[config.mk]
export PLATFORM = sky130hd
export DESIGN_NAME = ebv_cordic_cell
export DESIGN_NICKNAME = d
export VERILOG_FILES = /design/src/hw/rtl/ebv_pkg.sv /design/src/hw/rtl/ebv_cordic_cell.sv
export SDC_FILE = /design/constraint.sdc
export NUM_CORES = 1
export LEC_CHECK = 0
export BUFFER_PORTS_ARGS = -buffer_cell sky130_fd_sc_hd__buf_2
export CORE_MARGIN = 2
export CORE_UTILIZATION = 40
export CTS_CLUSTER_DIAMETER = 200
export DETAILED_ROUTE_END_ITERATION = 12
export PLACE_DENSITY = 0.71
export SLEW_MARGIN = 20
export SYNTH_ARGS = -nofsm -noshare
export SYNTH_HDL_FRONTEND = slang
export SYNTH_SLANG_ARGS = --single-unit
[constraint.sdc]
create_clock -name clk -period 29.5 [get_ports clk]
set_input_delay 5.9 -clock clk [delete_from_list [all_inputs] [get_ports clk]]
set_output_delay 5.9 -clock clk [all_outputs]
set_load 0.05 [all_outputs]
[src/hw/rtl/ebv_pkg.sv]
// ebv_pkg: shared types and constants for the Euler-angle basis vector block.
// CORDIC word format, lane record and arctangent table.
// No dependencies.
package ebv_pkg;

    // Internal fixed point: Q2.30 in a 32-bit signed word
    localparam int INT_FRAC     = 30;
    localparam int CW           = 32;
    localparam int CORDIC_STEPS = 30;
    localparam int LANES        = 3;   // pitch, yaw, roll

    localparam int LANE_PITCH = 0;
    localparam int LANE_YAW   = 1;
    localparam int LANE_ROLL  = 2;

    // 1/K scaled to Q2.30
    localparam logic signed [CW-1:0] CORDIC_GAIN = 32'sd652032874;

    // atan(2^-i), 2^32 units per full turn
    localparam logic signed [CW-1:0] ATAN_TAB [CORDIC_STEPS] = '{
        32'sh20000000, 32'sh12E4051E, 32'sh09FB385B, 32'sh051111D4, 32'sh028B0D43,
        32'sh0145D7E1, 32'sh00A2F61E, 32'sh00517C55, 32'sh0028BE53, 32'sh00145F2F,
        32'sh000A2F98, 32'sh000517CC, 32'sh00028BE6, 32'sh000145F3, 32'sh0000A2F9,
        32'sh0000517C, 32'sh000028BE, 32'sh0000145F, 32'sh00000A2F, 32'sh00000517,
        32'sh0000028B, 32'sh00000145, 32'sh000000A2, 32'sh00000051, 32'sh00000028,
        32'sh00000014, 32'sh0000000A, 32'sh00000005, 32'sh00000002, 32'sh00000001
    };

    // One angle in flight through the rotator
    typedef struct packed {
        logic signed [CW-1:0] x;
        logic signed [CW-1:0] y;
        logic signed [CW-1:0] z;
        logic [1:0]           quad;
    } lane_t;

    typedef lane_t [LANES-1:0] lanes_t;

endpackage

[src/hw/rtl/ebv_cordic_cell.sv]
// ebv_cordic_cell: one rotation-mode CORDIC step for all three angles, registered.
// Elastic stage with its own valid bit. Depends on ebv_pkg.
module ebv_cordic_cell #(
    parameter int STEP = 0
) (
    input  logic            clk,
    input  logic            rst_n,
    input  logic            up_valid,
    output logic            up_ready,
    input  ebv_pkg::lanes_t up_lanes,
    output logic            dn_valid,
    input  logic            dn_ready,
    output ebv_pkg::lanes_t dn_lanes
);

    localparam logic signed [ebv_pkg::CW-1:0] ATAN = ebv_pkg::ATAN_TAB[STEP];

    logic            valid_reg;
    logic            valid_next;
    ebv_pkg::lanes_t lanes_reg;
    ebv_pkg::lanes_t lanes_next;

    assign up_ready = !valid_reg || dn_ready;

    always_comb
    begin
        for (int k = 0; k < ebv_pkg::LANES; k++)
        begin
            lanes_next[k].quad = up_lanes[k].quad;
            if (!up_lanes[k].z[ebv_pkg::CW-1])
            begin
                lanes_next[k].x = up_lanes[k].x - (up_lanes[k].y >>> STEP);
                lanes_next[k].y = up_lanes[k].y + (up_lanes[k].x >>> STEP);
                lanes_next[k].z = up_lanes[k].z - ATAN;
            end
            else
            begin
                lanes_next[k].x = up_lanes[k].x + (up_lanes[k].y >>> STEP);
                lanes_next[k].y = up_lanes[k].y - (up_lanes[k].x >>> STEP);
                lanes_next[k].z = up_lanes[k].z + ATAN;
            end
        end
    end

    assign valid_next = up_ready ? up_valid : valid_reg;

    always_ff @(posedge clk or negedge rst_n)
    begin
        if (!rst_n)
        begin
            valid_reg <= 1'b0;
        end
        else
        begin
            valid_reg <= valid_next;
        end
    end

    always_ff @(posedge clk)
    begin
        if (up_ready)
        begin
            lanes_reg <= lanes_next;
        end
    end

    assign dn_valid = valid_reg;
    assign dn_lanes = lanes_reg;

endmodule

==> results of run 1 <==
-- state kept, by name (all words and copies together), names as in the netlist --
name and flops:
dn_valid 1, dn_lanes 291
-- critical path: cells and delay by family --
| kind | cells | cell delay [ns] |
|---|---|---|
| buffers and inverters | 2 | 0.49 |
| and+or+nand+nor | 1 | 0.53 |
-- kinds of logic after synthesis --
| group | after synthesis | share of synthesized area |
|---|---|---|
| compound gates | 915 | 0.231 |
| xor+xnor | 185 | 0.0645 |
| fa+ha+maj | 294 | 0.150 |
| buf+inv | 419 | 0.0637 |
| flops | 292 | 0.349 |
| mux | 38 | 0.0152 |
| simple gates | 682 | 0.127 |
-- worst paths after layout --
check | end | depth (start not counted)
min | dn_lanes[211] | 1
max reg2reg | dn_lanes[287] | 3
max | up_ready | 3
max in group asynchronous | dn_valid | 1
min in group asynchronous | dn_valid | 1
min reg2reg | dn_lanes[211] | 1
-- placed cells by master, fill, tap and decap left out, drive strengths merged, types with 24 or more instances in the layout --
cell type  instances
a211oi            24
a21o              74
a21oi            340
a31oi             27
buf              605
clkbuf            43
edfxtp           291
ha               282
inv              296
mux2i             37
nand2            142
nand2b            31
nand3             46
nand4             32
nor2             261
nor2b             33
nor3              46
o211ai            24
o21a              25
o21ai            162
o21bai            51
o31ai             37
xnor2            161
xor2              24
-- layer usage --
metal / vias to the layer above / global-route usage / wire [µm]
met1: 11115 / 0.324 / 34500
met2: 1092 / 0.394 / 38300
met4: 12 / 0.104 / 3500
met3: 151 / 0.0443 / 7450
li1: 11168 / - / -
met5: - / 0 / 73
-- cell usage after synthesis, types with 8 or more instances --
library cell | count | area, µm²
or2_2 | 14 | 87.6
ha_1 | 282 | 3530
a21boi_0 | 10 | 75.1
or3_1 | 18 | 113
a211oi_1 | 24 | 180
nor2_1 | 261 | 980
nor4_1 | 15 | 93.8
and2_1 | 11 | 68.8
nor3_1 | 46 | 230
xnor2_1 | 161 | 1410
o21ai_0 | 157 | 786
a311oi_1 | 10 | 87.6
buf_1 | 27 | 101
and3_1 | 12 | 75.1
a2111oi_0 | 14 | 123
nand2_1 | 142 | 533
mux2i_1 | 37 | 370
nor2b_1 | 32 | 200
xor2_1 | 24 | 210
nand2b_1 | 30 | 188
a31o_2 | 8 | 70.1
o31ai_1 | 37 | 278
o21bai_1 | 51 | 383
nand3_1 | 46 | 230
clkbuf_1 | 83 | 312
a31oi_1 | 26 | 163
a221oi_1 | 10 | 87.6
a21o_1 | 74 | 556
o21a_1 | 25 | 188
o221ai_1 | 8 | 70.1
fa_1 | 12 | 240
o211ai_1 | 24 | 180
edfxtp_1 | 291 | 8740
inv_1 | 285 | 1070
a211o_1 | 9 | 78.8
a21oi_1 | 340 | 1700
nand4_1 | 32 | 200
-- power by group --
group          switching [µW]  internal, µW
Combinational             517           193
Sequential               19.1           541
Clock                     178           258
Total                     714           992
-- stage by stage --
stage / cell area (µm²) / cells / setup WS, ns / utilization / total power [µW]
global route: 29900 / 4216 / 16.57 / 0.483 / 1780
CTS: 29900 / 4210 / 16.62 / 0.483 / 1710
global placement: 28700 / 4145 / 16.61 / 0.464 / 1270
finish: 29900 / 4218 / 16.61 / 0.483 / 1710
detailed placement: 28700 / 4145 / 16.63 / 0.464 / 1270
floorplan: 25100 / 2825 / 10.38 / - / 1080
-- area by class of cell --
class | count | area (µm²)
clock inverters | 22 | 213
well taps | 837 | 1050
flip-flops and latches | 292 | 8760
fillers | 6037 | 32000
diodes | 8 | 20.0
repair buffers | 605 | 3060
multi-input cells | 2114 | 14800
inverters | 297 | 1110
clock buffers | 43 | 948
==> summary.txt, run 1 <==
Status
  – Status: complete, no violations

Power and ir drop
  – Pwr dens: approximately 57 nW/µm²
  – Peak supply drop: approximately 0.049 mV
  – Pleak: 0.0136 µW

Setup path
  – Crit. End Element: output port
  – Crit-path cells: buf_2, nand2b_4, buf_2
  – CP arrival: 6.99 ns
  – Crit Path Class: input pin to output port
  – Worst flop-to-flop path startpoint: dn_valid
  – FF-to-FF setup slack: roughly 27 ns
  – Required @ worst endpoint: approximately 24 ns
  – CP startpoint kind: input pin
  – Critical Path Max Stage Delay: between 0.5 and 0.6 ns
  – Crit path top cell by count: buf_2
  – Max Fanout on Critical Path: 43
  – Crit path launch: dn_ready
  – CP max stage cell: nand2b_4

STA
  – Final worst path period share: 0.437
  – Hold WS: 1.09 ns
  – Fmax: 77.6 MHz
  – Final setup TNS: 0 ns
  – Worst rel slew slack: 0.182
  – Final hold vios: 0
  – # setup viols final: 0
  – Final Skew: around 0.018 ns
  – Max Slew Vio Count: 0
  – Tmin final: 12.89 ns
  – Measured slew at the worst slew-check pin: 1.20 ns
  – RSZ-0062 raised after global routing: false

Clock network
  – Root Driver: clkbuf_16
  – CTS clock-pin slew for the worst setup and hold paths: approximately 0.060 ns
  – # hold bufs at CTS: 0
  – CTS sink cnt: between 200 and 300
  – CTS max path bufs: 3
  – Latest clock arrival within the worst-skew pair: about 0.55 ns
  – CTS buffer count: 36
  – Htree depth: 2
  – # resized after CTS: 0
  – Postcts setup bufs: 0
  – CTS tree: yes

Routing
  – Drt first pass iters: 6
  – DR iter-0 viols: between 2000 and 2500
  – DRC: 0
  – Final WL: approximately 84000 µm
  – Vias: between 20000 and 25000
  – Routed Antenna Nets: 0
  – Avg WL per Cell: about 20 µm
  – Vias/cell: about 5.6

Synth
  – Top_reg_cell synth: edfxtp_1
  – Syn Std Cell Area: 25100 µm²
  – Mapped Avg Cell Area: between 8 and 9 µm²
  – Count of warnings emitted by yosys: 0
  – Distinct cells, synth: 81
  – Post-synth EDFFs: 291
  – Synth Net Count: roughly 3400
  – #FFs+latches synth: approximately 290
  – Seq/Total Area, Yosys: 0.349
  – Syn Inst Count: roughly 2800
  – Async S/R FF share, synth: 0.00342

Global route
  – Pin count of the biggest net entering global routing: 88
  – Vias in the first global route: roughly 22000
  – First-pass GRT wire length: around 120000 µm
  – All-Layer GR Usage: 0.245
  – Total grt overflow: 0
  – Initial antenna violation count: 12

Floorplan
  – Core area: a little over 60000 µm²
  – Site row count: 91
  – I/O Pins: roughly 590
  – Die H: ~250 µm
  – Die W: 255 µm
  – Die area: about 65000 µm²
  – Initial Utilization: 0.405

Place
  – Post-DP HPWL: 67000 µm
  – Final Wtd Congestion: 0.972
  – Buffers added on ports: ~590

Layout
  – Fin nets: slightly below 4000
  – P&R area growth vs syn: 19.1%
  – Share of cells above drive strength 1: 0.208

Job
  – Max-capacitance violation count: 0

Hold path
  – Worst Hold Launch: dn_valid
  – Hold/Removal Path Class: flop to flop
Note: power is estimated with default switching activity, not from simulation.
==> inputs of run 2 (changes only) <==
- clock period: 29.5 -> 12.9 ns (I/O delays scaled with it)
==> summary.txt, run 2 (synthesis gave the netlist of run 1 again) <==
Place
  – Cells after DPL: 4143 (-0.048%)
  – Buffers added on ports: 593 (unchanged)
  – Post-DP HPWL: 67400 µm (+0.48%)
  – Final Wtd Congestion: 0.985 (+1.3%)

Hold path
  – WHS Path Cells: 1 (unchanged)
  – Worst Hold Launch: dn_valid
  – Hold path endpoint: dn_lanes[118]
  – Hold/Removal Path Class: flop to flop

Routing
  – Routed Antenna Nets: 0 (unchanged)
  – Vias: 23662 (+0.53%)
  – Avg WL per Cell: 20.2 µm (+1.4%)
  – Vias/cell: 5.61 (+0.48%)
  – Final WL: 85100 µm (+1.5%)
  – Drt first pass iters: 7 (+1)
  – DR iter-0 viols: 2439 (+3.5%)
  – DRC: 0 (unchanged)

Global route
  – Total grt overflow: 0 (unchanged)
  – All-Layer GR Usage: 0.249 (+0.00414)
  – Met2 GRT Util: 0.393 (-0.00163)
  – Met3 usage: 0.0400 (-0.00429)
  – Initial antenna violation count: 8 (-4)
  – Vias in the first global route: 21816 (+0.20%)
  – Pin count of the biggest net entering global routing: 89 (+1.1%)
  – First-pass GRT wire length: 126000 µm (+1.7%)
  – Global-route track usage on met1: 0.340 (+0.0166)
  – GRT busiest layer: met2

Clock network
  – # hold bufs at CTS: 0 (unchanged)
  – Latest clock arrival within the worst-skew pair: 0.56 ns (about the same)
  – CTS sink cnt: 292 (unchanged)
  – # resized after CTS: 0 (unchanged)
  – Postcts setup bufs: 0 (unchanged)
  – Htree depth: 2 (unchanged)
  – CTS buffer count: 38 (+5.6%)
  – CTS max path bufs: 3 (unchanged)
  – CTS clock-pin slew for the worst setup and hold paths: 0.06 ns (about the same)
  – Root Driver: clkbuf_16
  – CTS tree: yes

Layout
  – Fill cells: 6045 (+0.13%)
  – Area of the multi-input gates: 14800 µm² (unchanged)
  – Share of cells above drive strength 1: 0.208 (about the same)
  – Fin nets: 3938 (unchanged)
  – P&R area growth vs syn: 19.4%
  – Fin cells: 4220 (+0.047%)
  – Most common cell after layout, fill and taps aside: buf_2
  – Max reg flops: 291 (unchanged)
  – Register area: 8760 µm² (unchanged)
  – Most frequent cells in the layout: buf_2 (593), a21oi_1 (340), edfxtp_1 (291)

STA
  – Tmin final: 6.04 ns
  – Worst rel slew slack: 0.257 (+0.0753)
  – Measured slew at the worst slew-check pin: 1.10 ns (-0.0960 ns)
  – Final worst path period share: 0.468
  – Fmax: 166 MHz
  – Final setup TNS: 0 ns (unchanged)
  – # setup viols final: 0 (unchanged)
  – RSZ-0062 raised after global routing: false
  – Max Slew Vio Count: 0 (unchanged)
  – Final hold vios: 0 (unchanged)
  – Final Skew: 0.0141 ns (-0.00421 ns)

Floorplan
  – Die H: 255 µm (unchanged)
  – I/O Pins: 594 (unchanged)
  – Die area: 64800 µm² (unchanged)
  – Initial Utilization: 0.405 (unchanged)
  – Die W: 255 µm (unchanged)
  – Core area: 61900 µm² (unchanged)
  – Site row count: 91 (unchanged)

Job
  – Max-capacitance violation count: 0 (unchanged)

Setup path
  – Required @ worst endpoint: 10.32 ns (-13.28 ns)
  – CP arrival: 3.46 ns (-3.53 ns)
  – Max Fanout on Critical Path: 28 (-35%)
  – FF-to-FF setup slack: 9.96 ns (-16.59 ns)
  – CP startpoint kind: input pin
  – Crit Path Class: input pin to output port
  – Worst flop-to-flop path startpoint: dn_valid
  – Crit. End Element: output port
  – Worst reg2reg path endpoint: dn_lanes[275]
  – R2r worst-path depth: 3 (unchanged)

Power and ir drop
  – Pwr dens: 132 nW/µm² (+130%)
  – Peak supply drop: 0.112 mV (+130%)
  – Pleak: 0.0136 µW (+0.14%)

Status
  – Status: complete, no violations
[run 2: changes by cell type in the layout (fill, tap and decap cells not counted), moves of 2 or more]
cell and change:
clkinv_1 +3, clkinv_2 -2, clkinv_8 +2, clkinv_4 +3, inv_6 -4, buf_4 -2
clkbuf_16 +2
[run 2: critical path, cell delays in order]
cell and delay (ns):
buf_2 0.08, nand2b_4 0.41, buf_2 0.36
[run 2: layout make-up]
cell class | count | area share
flip-flops and latches | 292 | 0.292
repair buffers | 603 | 0.101
well taps | 837 | 0.0349
multi-input cells | 2114 | 0.492
clock buffers | 44 | 0.0332
inverters | 297 | 0.0372
diodes | 8 | 0.000668
clock inverters | 25 | 0.00818
[run 2: power by group]
group	total (µW)	internal, µW	switching [µW]	leakage, µW
logic	1620	440	1180	0.0101
clock network	1050	619	434	0.000589
registers	1290	1240	53.1	0.00294
total	3960	2300	1670	0.0136
[run 2: worst max path at each step]
stage	startpoint	endpoint	slack [ns]	depth (start not counted)
detailed placement	up_lanes[35]	dn_lanes[97]	6.69	12
global route	dn_ready	up_ready	6.79	3
CTS	dn_ready	up_ready	6.82	3
global placement	up_lanes[35]	dn_lanes[97]	6.80	12
floorplan	dn_ready	up_ready	0.42	1
finish	dn_ready	up_ready	6.86	3
[run 2: metrics by stage]
step                total power (µW)  instance area [µm²]  utilization  hold WS (ns)  setup WS, ns
finish                          3960                30000        0.484         0.950          6.86
global route                    4130                30000        0.484          1.02          6.79
CTS                             3980                30000        0.484         0.995          6.82
detailed placement              2910                28700        0.464         0.982          6.69
global placement                2900                28700        0.464         0.975          6.80
floorplan                       2470                25100            -          2.28         0.418
[run 2: layer usage]
| layer | vias to the layer above | share of wire |
|---|---|---|
| li1 | 11177 | - |
| met1 | 11113 | 0.41 |
| met2 | 1215 | 0.45 |
| met3 | 155 | 0.093 |
| met4 | 2 | 0.039 |
| met5 | - | 0.00013 |
